$ cat config.mk
export PLATFORM = sky130hd
export DESIGN_NAME = infix_to_postfix_converter_top
export DESIGN_NICKNAME = d
export VERILOG_FILES = /design/src/rtl/itp_pkg.sv /design/src/rtl/itp_ctrl.sv /design/src/rtl/itp_dp.sv /design/src/rtl/infix_to_postfix_converter_top.sv
export SDC_FILE = /design/constraint.sdc
export NUM_CORES = 1
export LEC_CHECK = 0
export BUFFER_PORTS_ARGS = -buffer_cell sky130_fd_sc_hd__buf_2
export CAP_MARGIN = 20
export CORE_AREA = 2 2 185 187
export DETAILED_ROUTE_END_ITERATION = 12
export DIE_AREA = 0 0 187 189
export PLACE_DENSITY = 0.72
export RECOVER_POWER = 50
export SLEW_MARGIN = 30
export SYNTH_ARGS = -nofsm -noshare
export SYNTH_HDL_FRONTEND = slang
export SYNTH_HIERARCHICAL = 1
export SYNTH_SLANG_ARGS = --single-unit
$ cat constraint.sdc
create_clock -name clk -period 14.2 [get_ports clk]
set_clock_uncertainty 0.2 [all_clocks]
set_input_delay 2.84 -clock clk [delete_from_list [all_inputs] [get_ports clk]]
set_output_delay 2.84 -clock clk [all_outputs]
set_load 0.01 [all_outputs]
$ cat src/rtl/itp_pkg.sv
`default_nettype none

package itp_pkg;

  localparam int STACK_DEPTH = 16;
  localparam int CNT_W       = $clog2(STACK_DEPTH + 1);
  localparam int PTR_W       = $clog2(STACK_DEPTH);
  localparam int HANDLE_W    = 16;
  localparam int LINE_W      = 16;

  localparam logic [2:0] KIND_OPERAND  = 3'd0;
  localparam logic [2:0] KIND_OPERATOR = 3'd1;
  localparam logic [2:0] KIND_OPEN     = 3'd2;
  localparam logic [2:0] KIND_CLOSE    = 3'd3;

  localparam logic [2:0] OP_ADD = 3'd3;
  localparam logic [2:0] OP_MAX = 3'd4;

  localparam logic [1:0] OUT_OPERAND  = 2'd0;
  localparam logic [1:0] OUT_OPERATOR = 2'd1;
  localparam logic [1:0] OUT_ERROR    = 2'd2;

  localparam logic [1:0] ERR_NONE     = 2'd0;
  localparam logic [1:0] ERR_NO_OPEN  = 2'd1;
  localparam logic [1:0] ERR_NO_CLOSE = 2'd2;
  localparam logic [1:0] ERR_OVERFLOW = 2'd3;

  typedef enum logic [1:0] {
    SEL_OPERAND,
    SEL_TOP,
    SEL_ERROR
  } emit_sel_t;

  typedef struct packed {
    logic              paren;
    logic [2:0]        op;
    logic [LINE_W-1:0] line;
  } entry_t;

  typedef struct packed {
    logic      capture;
    logic      emit;
    emit_sel_t sel;
    logic [1:0] err;
    logic      pop;
    logic      push;
    logic      finish;
  } itp_cmd_t;

  typedef struct packed {
    logic       empty;
    logic       full;
    logic       top_paren;
    logic       top_pops;
    logic       can_emit;
    logic       finish_ok;
    logic [2:0] kind;
    logic       op_valid;
    logic       tok_last;
  } itp_sts_t;

  function automatic logic is_additive(input logic [2:0] op);
    return op >= OP_ADD;
  endfunction

endpackage

`default_nettype wire

$ cat src/rtl/itp_ctrl.sv
`default_nettype none

module itp_ctrl
  import itp_pkg::*;
(
  input  wire logic     clk,
  input  wire logic     rst,
  input  wire logic     in_valid,
  output logic          in_ready,
  input  wire itp_sts_t sts,
  output itp_cmd_t      cmd
);

  localparam logic [2:0] S_IDLE     = 3'd0;
  localparam logic [2:0] S_DISPATCH = 3'd1;
  localparam logic [2:0] S_OPPOP    = 3'd2;
  localparam logic [2:0] S_PUSH     = 3'd3;
  localparam logic [2:0] S_CLOSE    = 3'd4;
  localparam logic [2:0] S_FLUSH    = 3'd5;
  localparam logic [2:0] S_FINISH   = 3'd6;

  logic [2:0] state;
  logic [2:0] state_next;

  assign in_ready = (state == S_IDLE);

  always_ff @(posedge clk) begin
    if (rst) begin
      state <= S_IDLE;
    end else begin
      state <= state_next;
    end
  end

  always_comb begin
    cmd        = '0;
    state_next = state;
    unique case (state)
      S_IDLE: begin
        if (in_valid) begin
          cmd.capture = 1'b1;
          state_next  = S_DISPATCH;
        end
      end
      S_DISPATCH: begin
        priority if (sts.kind == KIND_OPERAND) begin
          if (sts.can_emit) begin
            cmd.emit   = 1'b1;
            cmd.sel    = SEL_OPERAND;
            state_next = S_FLUSH;
          end
        end else if (sts.kind == KIND_OPERATOR && sts.op_valid) begin
          state_next = S_OPPOP;
        end else if (sts.kind == KIND_OPEN) begin
          state_next = S_PUSH;
        end else if (sts.kind == KIND_CLOSE) begin
          state_next = S_CLOSE;
        end else begin
          state_next = S_FLUSH;
        end
      end
      S_OPPOP: begin
        if (!sts.empty && !sts.top_paren && sts.top_pops) begin
          if (sts.can_emit) begin
            cmd.emit = 1'b1;
            cmd.sel  = SEL_TOP;
            cmd.pop  = 1'b1;
          end
        end else begin
          state_next = S_PUSH;
        end
      end
      S_PUSH: begin
        if (sts.full) begin
          if (sts.can_emit) begin
            cmd.emit   = 1'b1;
            cmd.sel    = SEL_ERROR;
            cmd.err    = ERR_OVERFLOW;
            state_next = S_FLUSH;
          end
        end else begin
          cmd.push   = 1'b1;
          state_next = S_FLUSH;
        end
      end
      S_CLOSE: begin
        priority if (sts.empty) begin
          if (sts.can_emit) begin
            cmd.emit   = 1'b1;
            cmd.sel    = SEL_ERROR;
            cmd.err    = ERR_NO_OPEN;
            state_next = S_FLUSH;
          end
        end else if (sts.top_paren) begin
          cmd.pop    = 1'b1;
          state_next = S_FLUSH;
        end else begin
          if (sts.can_emit) begin
            cmd.emit = 1'b1;
            cmd.sel  = SEL_TOP;
            cmd.pop  = 1'b1;
          end
        end
      end
      S_FLUSH: begin
        if (sts.tok_last && !sts.empty) begin
          if (sts.can_emit) begin
            cmd.emit = 1'b1;
            cmd.sel  = SEL_TOP;
            cmd.pop  = 1'b1;
          end
        end else begin
          state_next = S_FINISH;
        end
      end
      S_FINISH: begin
        if (sts.finish_ok) begin
          cmd.finish = 1'b1;
          state_next = S_IDLE;
        end
      end
      default: begin
        state_next = S_IDLE;
      end
    endcase
  end

endmodule

`default_nettype wire

$ cat src/rtl/itp_dp.sv
`default_nettype none

module itp_dp
  import itp_pkg::*;
(
  input  wire logic                clk,
  input  wire logic                rst,
  input  wire itp_cmd_t            cmd,
  output itp_sts_t                 sts,
  input  wire logic [2:0]          token_kind,
  input  wire logic [2:0]          op_code,
  input  wire logic [HANDLE_W-1:0] operand_handle,
  input  wire logic [LINE_W-1:0]   source_line,
  input  wire logic                end_of_expr,
  output logic                     out_valid,
  input  wire logic                out_ready,
  output logic [1:0]               out_kind,
  output logic [2:0]               out_op,
  output logic [HANDLE_W-1:0]      out_handle,
  output logic [1:0]               error_code,
  output logic [LINE_W-1:0]        error_line,
  output logic                     last_of_run
);

  entry_t             stack_mem [STACK_DEPTH];
  logic [CNT_W-1:0]   count;
  logic [CNT_W-1:0]   count_dec;
  logic [PTR_W-1:0]   top_idx;
  logic [PTR_W-1:0]   below_idx;
  logic [PTR_W-1:0]   push_idx;
  entry_t             top;
  entry_t             push_entry;

  logic [2:0]          tok_kind;
  logic [2:0]          tok_op;
  logic [HANDLE_W-1:0] tok_handle;
  logic [LINE_W-1:0]   tok_line;
  logic                tok_last;

  logic                pend_valid;
  logic [1:0]          pend_kind;
  logic [2:0]          pend_op;
  logic [HANDLE_W-1:0] pend_handle;
  logic [1:0]          pend_err;
  logic [LINE_W-1:0]   pend_line;

  logic [1:0]          new_kind;
  logic [2:0]          new_op;
  logic [HANDLE_W-1:0] new_handle;
  logic [1:0]          new_err;
  logic [LINE_W-1:0]   new_line;

  logic out_free;
  logic out_load;

  assign count_dec = count - CNT_W'(1);
  assign top_idx   = count_dec[PTR_W-1:0];
  assign below_idx = top_idx - PTR_W'(1);
  assign push_idx  = count[PTR_W-1:0];
  assign out_free  = !out_valid || out_ready;
  assign out_load  = (cmd.emit || cmd.finish) && pend_valid;

  always_comb begin
    push_entry.paren = (tok_kind == KIND_OPEN);
    push_entry.op    = tok_op;
    push_entry.line  = tok_line;
  end

  always_comb begin
    sts.empty     = (count == '0);
    sts.full      = (count == CNT_W'(STACK_DEPTH));
    sts.top_paren = top.paren;
    sts.top_pops  = !(is_additive(top.op) && !is_additive(tok_op));
    sts.can_emit  = !pend_valid || out_free;
    sts.finish_ok = !pend_valid || out_free;
    sts.kind      = tok_kind;
    sts.op_valid  = (tok_op <= OP_MAX);
    sts.tok_last  = tok_last;
  end

  always_comb begin
    new_kind   = OUT_OPERAND;
    new_op     = '0;
    new_handle = '0;
    new_err    = ERR_NONE;
    new_line   = '0;
    unique case (cmd.sel)
      SEL_OPERAND: begin
        new_handle = tok_handle;
      end
      SEL_TOP: begin
        if (top.paren) begin
          new_kind = OUT_ERROR;
          new_err  = ERR_NO_CLOSE;
          new_line = top.line;
        end else begin
          new_kind = OUT_OPERATOR;
          new_op   = top.op;
        end
      end
      SEL_ERROR: begin
        new_kind = OUT_ERROR;
        new_err  = cmd.err;
        new_line = tok_line;
      end
      default: begin
        new_kind = OUT_OPERAND;
      end
    endcase
  end

  always_ff @(posedge clk) begin
    if (rst) begin
      count      <= '0;
      pend_valid <= 1'b0;
      out_valid  <= 1'b0;
    end else begin
      if (out_load) begin
        out_valid <= 1'b1;
      end else if (out_ready) begin
        out_valid <= 1'b0;
      end
      if (cmd.emit) begin
        pend_valid <= 1'b1;
      end else if (cmd.finish) begin
        pend_valid <= 1'b0;
      end
      if (cmd.pop) begin
        count <= count_dec;
      end else if (cmd.push) begin
        count <= count + CNT_W'(1);
      end
    end
  end

  // The top entry is kept in a register: a push loads it directly, and a pop
  // loads the entry below from the stack memory.
  always_ff @(posedge clk) begin
    if (cmd.capture) begin
      tok_kind   <= token_kind;
      tok_op     <= op_code;
      tok_handle <= operand_handle;
      tok_line   <= source_line;
      tok_last   <= end_of_expr;
    end
    if (cmd.push) begin
      stack_mem[push_idx] <= push_entry;
      top                 <= push_entry;
    end else if (cmd.pop) begin
      top <= stack_mem[below_idx];
    end
    if (cmd.emit) begin
      pend_kind   <= new_kind;
      pend_op     <= new_op;
      pend_handle <= new_handle;
      pend_err    <= new_err;
      pend_line   <= new_line;
    end
    if (out_load) begin
      out_kind    <= pend_kind;
      out_op      <= pend_op;
      out_handle  <= pend_handle;
      error_code  <= pend_err;
      error_line  <= pend_line;
      last_of_run <= cmd.finish;
    end
  end

  // The stack never holds more entries than it has room for.
  a_count_bound: assert property (@(posedge clk) disable iff (rst)
    count <= CNT_W'(STACK_DEPTH))
    else $error("operator stack count beyond depth");

  a_pop_nonempty: assert property (@(posedge clk) disable iff (rst)
    cmd.pop |-> count != '0)
    else $error("pop from an empty operator stack");

  a_push_notfull: assert property (@(posedge clk) disable iff (rst)
    cmd.push |-> count != CNT_W'(STACK_DEPTH))
    else $error("push onto a full operator stack");

  // A held result may only move on when the output register can take it.
  a_pend_move: assert property (@(posedge clk) disable iff (rst)
    ((cmd.emit || cmd.finish) && pend_valid) |-> out_free)
    else $error("held result overwrote an untaken output");

  a_finish_last: assert property (@(posedge clk) disable iff (rst)
    (cmd.finish && pend_valid) |=> (out_valid && last_of_run && !pend_valid))
    else $error("final result of a transaction not marked last");

endmodule

`default_nettype wire

$ cat src/rtl/infix_to_postfix_converter_top.sv
// Channel  | Handshake             | Payload
// input    | in_valid / in_ready   | token_kind, op_code, operand_handle, source_line,
//          |                       | end_of_expr
// output   | out_valid / out_ready | out_kind, out_op, out_handle, error_code,
//          |                       | error_line, last_of_run
//
// A transaction passes through take, decode, flush check and finish. An open paren adds
// a push or overflow report, an operator a precedence check and a push, a close paren its
// paren pop or error report, and each popped or flushed stack entry a step of its own.
// Results leave one per cycle unless the output stalls; each is held in a pending register
// so that the final result of a transaction can be marked with last_of_run; reset empties
// the stack and drops them. A stalled output holds the sequencer; the next token is taken
// while the final result still waits in the output register.
`default_nettype none

module infix_to_postfix_converter_top
  import itp_pkg::*;
(
  input  wire logic                clk,
  input  wire logic                rst,
  input  wire logic                in_valid,
  output logic                     in_ready,
  input  wire logic [2:0]          token_kind,
  input  wire logic [2:0]          op_code,
  input  wire logic [HANDLE_W-1:0] operand_handle,
  input  wire logic [LINE_W-1:0]   source_line,
  input  wire logic                end_of_expr,
  output logic                     out_valid,
  input  wire logic                out_ready,
  output logic [1:0]               out_kind,
  output logic [2:0]               out_op,
  output logic [HANDLE_W-1:0]      out_handle,
  output logic [1:0]               error_code,
  output logic [LINE_W-1:0]        error_line,
  output logic                     last_of_run
);

  itp_cmd_t cmd;
  itp_sts_t sts;

  itp_ctrl u_ctrl (
    .clk      (clk),
    .rst      (rst),
    .in_valid (in_valid),
    .in_ready (in_ready),
    .sts      (sts),
    .cmd      (cmd)
  );

  itp_dp u_dp (
    .clk            (clk),
    .rst            (rst),
    .cmd            (cmd),
    .sts            (sts),
    .token_kind     (token_kind),
    .op_code        (op_code),
    .operand_handle (operand_handle),
    .source_line    (source_line),
    .end_of_expr    (end_of_expr),
    .out_valid      (out_valid),
    .out_ready      (out_ready),
    .out_kind       (out_kind),
    .out_op         (out_op),
    .out_handle     (out_handle),
    .error_code     (error_code),
    .error_line     (error_line),
    .last_of_run    (last_of_run)
  );

endmodule

`default_nettype wire

==> impl_metrics.toml <==
[outcome]
run_status = "finished, violations left"
violations = "max-capacitance violations, max-slew violations"

[layout]
drive_gt1_frac = 0.244
area_growth_pct = 12.2
final_common_cell = "edfxtp_1"
fin_util = 0.610
num_antenna_cells = 0
design_area_mm2 = 0.0203
fin_nets = 1092
final_cell_mix = "edfxtp_1 (458), nand2_1 (109), buf_2 (80)"

[timing]
hold_slack_ps = 215
setup_viol = 0
tightest_slew_ps = 2640
maxSlewHeadroom = -0.769
timing.final.crit_share = 0.334
max_freq_ghz = 0.211
setup_ws_ps = 9450
final.setup.tns_ps = 0
finalHoldViolCount = 0
period_needed_ps = 4750
rsz0062_at_grt = "no"
maxSlewViolCount = 125

[global_routing]
grt_pass1_vias = 9118
grt_max_degree = 46
grt_util_all_layers = 0.211
antenna_found_initial = 0
grt_pass1_wl_um = 55400
overflow = 0

[power]
p_sw_w = 0.000951
leakage_nw = 6.46
power_density_mw_per_mm2 = 175
vdd_ir_drop_max_mv = 0.170
p_comb_frac = 0.178
p_int_w = 0.00261
power_frac_clock = 0.314
swShare = 0.267
seqPwrFrac = 0.508

[drt]
drc = 0
top_layer = "met4"
drt_wl_total_um = 36300
drt-initial-drc-count = 776
antenna_left = 0
met1_length_um = 15200
wl_per_cell_um = 23.9
dr.pass1.iters = 4
via_count = 8910
wl_met3_um = 2660
vias_per_cell = 5.87
dr_wl_met2_um = 17600

[synthesis]
ys_warn_count = 6
ys_seq_area_frac = 0.771
yosys.area.top_type_share = 0.760
syn_area_per_cell_um2 = 19.2
synthArstFlopShare = 0
synth_edf_count = 458
synth_nets = 998
netlist_area_mm2 = 0.0181
synth_top_area_cell = "edfxtp_1"
syn_inst = 941
synth_ff_type = "edfxtp_1"
synthTopCellsByArea = "edfxtp_1 (76%), mux4_2 (9.5%), nand2_1 (2.3%)"
yosysUniqueCellTypes = 62
synth-seq-cells = 468

[clock_tree]
post_cts_buffers = 0
hold_buffers = 0
cts_sinks = 468
h-tree-depth = 2
cts_tree = "done"
clockBufferDepth = 3
cts_buffers = 45
clk_latency_ps = 550
cts_resized = 0
clk_pin_slew_worst_paths_ps = 60
cts_root_buf = "clkbuf_16"

[critical_path]
path_buf_inv = 3
ff2ff_setup_slack_ps = 9490
reg2regPathDepth = 9
critical_path.top_delay_family = "simple AND/OR/NAND/NOR gates"
crit_slowest_cell = "and2_1"
cpMostUsedCell = "inv_1"
path_cells = "buf_2 > inv_1 > nand3_1 > nand2_1 > nor2_1 > inv_1 > ha_1 > and2_1 > a22oi_1 > nor2b_1"
r2r_end = "u_dp/top[3]"
worstPathMaxFanout = 18
endpoint_kind = "register"
critical_path.max_stage_delay_ps = 670
cp.required_ps = 14380
crit_type = "input port to register"
startpoint_type = "input port"
worstReg2RegStart = "u_dp/count[1]"
cp_data_arrival_time_ps = 4920

[placement]
placed_area_mm2 = 0.0190
place_ws_ps = 8870
hpwl_um = 19300
place.gp.congestion = 0.784
numPortBuffers = 84

[worst_hold_path]
min_to = "u_dp/error_line[3]"
hold_depth = 0
hp-class = "register to register"
worstHoldStart = "u_dp/pend_line[3]"

[job]
maxCapViolCount = 6

[floorplanning]
fp.coreArea_mm2 = 0.0333
die_w_um = 187
dieArea_mm2 = 0.0353
rows = 67
die_y_um = 189
io_pins = 85
start_util = 0.544
==> worst register-to-register path, cell delays in order (launching register included) <==
cell,delay [ps]
dfxtp_1,410
inv_1,190
ha_1,1190
buf_4,830
buf_4,600
mux4_1,640
nand2_1,80
nand2_1,80
o22ai_1,130
a31oi_1,90
==> power by group through the flow <==
stage          clock (W)  sequential, W  combinational, W
2_1_floorplan          0        0.00179          0.000513
3_3_place_gp           0        0.00183          0.000631
3_5_place_dp           0        0.00184          0.000645
4_1_cts          0.00114        0.00181          0.000646
5_1_grt          0.00120        0.00182          0.000698
6_report         0.00112        0.00181          0.000635
==> how the worst max path moves through the flow <==
stage	start	to	cells past startpoint	slack, ps
after floorplan	out_ready	u_dp/error_code[0]	6	7090
after global placement	out_ready	u_dp/error_line[9]	7	8550
after detailed placement	out_ready	u_dp/error_line[10]	7	8870
after CTS	out_ready	u_dp/error_line[13]	7	9430
after global routing	u_dp/count[1]	u_dp/top[3]	9	9060
final	out_ready	u_dp/pend_line[10]	10	9450
==> per-layer routing <==
layer,GRT usage,vias up
met4,0.0601,0
met2,0.346,329
met1,0.289,4603
li1,-,3919
met5,0,-
met3,0.0486,59
==> cells by family after synthesis <==
kind of cell | Yosys count | share of synthesized area
muxes | 83 | 0.103
and+or+nand+nor | 218 | 0.0566
AOI/OAI and AO/OA | 90 | 0.0359
buffers and inverters | 62 | 0.0212
xor gates and xnor gates | 6 | 0.00332
DFF | 468 | 0.771
adders and majority gates | 14 | 0.00968
==> synthesized netlist by cell type (2+ instances only) <==
master    instances
mux4_1            4
edfxtp_1        458
o21a_1            3
clkbuf_1         17
a22oi_1          16
inv_1            13
nor3b_1           3
nor2_1           38
nor2b_1          18
buf_6            10
and3_1            2
ha_1             14
clkbuf_8          2
and2_1           25
mux4_2           76
nand2_1         109
buf_2            10
xnor2_1           5
a21oi_1           7
dfxtp_1          10
o21ai_0           6
nand3_1           2
nand2b_1          5
o22ai_1          18
buf_4             7
nor3_1            3
a31oi_1          20
a211oi_1          4
or2_2             3
==> registers in the layout, summed over array words and instances, names as in the netlist, 16 cells and up <==
register / flops
u_dp/error_line: 16
u_dp/pend_line: 16
u_dp/stack_mem: 320
u_dp/pend_handle: 16
u_dp/out_handle: 16
u_dp/tok_line: 16
u_dp/top: 19
u_dp/tok_handle: 16
==> through the flow <==
| step | total power [W] | instances |
|---|---|---|
| floorplan | 0.00230 | 941 |
| global placement | 0.00246 | 1436 |
| detailed placement | 0.00248 | 1436 |
| CTS | 0.00359 | 1517 |
| global route | 0.00372 | 1517 |
| finish | 0.00356 | 1517 |
==> area by class of cell <==
class | count | area [um^2]
Clock buffer | 58 | 1170
Clock inverter | 23 | 189
Fill cell | 2373 | 13000
Inverter | 13 | 48.8
Multi-Input combinational cell | 411 | 3890
Sequential cell | 468 | 14000
Tap cell | 448 | 561
Timing Repair Buffer | 96 | 487
(Power assumes the default switching activity.)
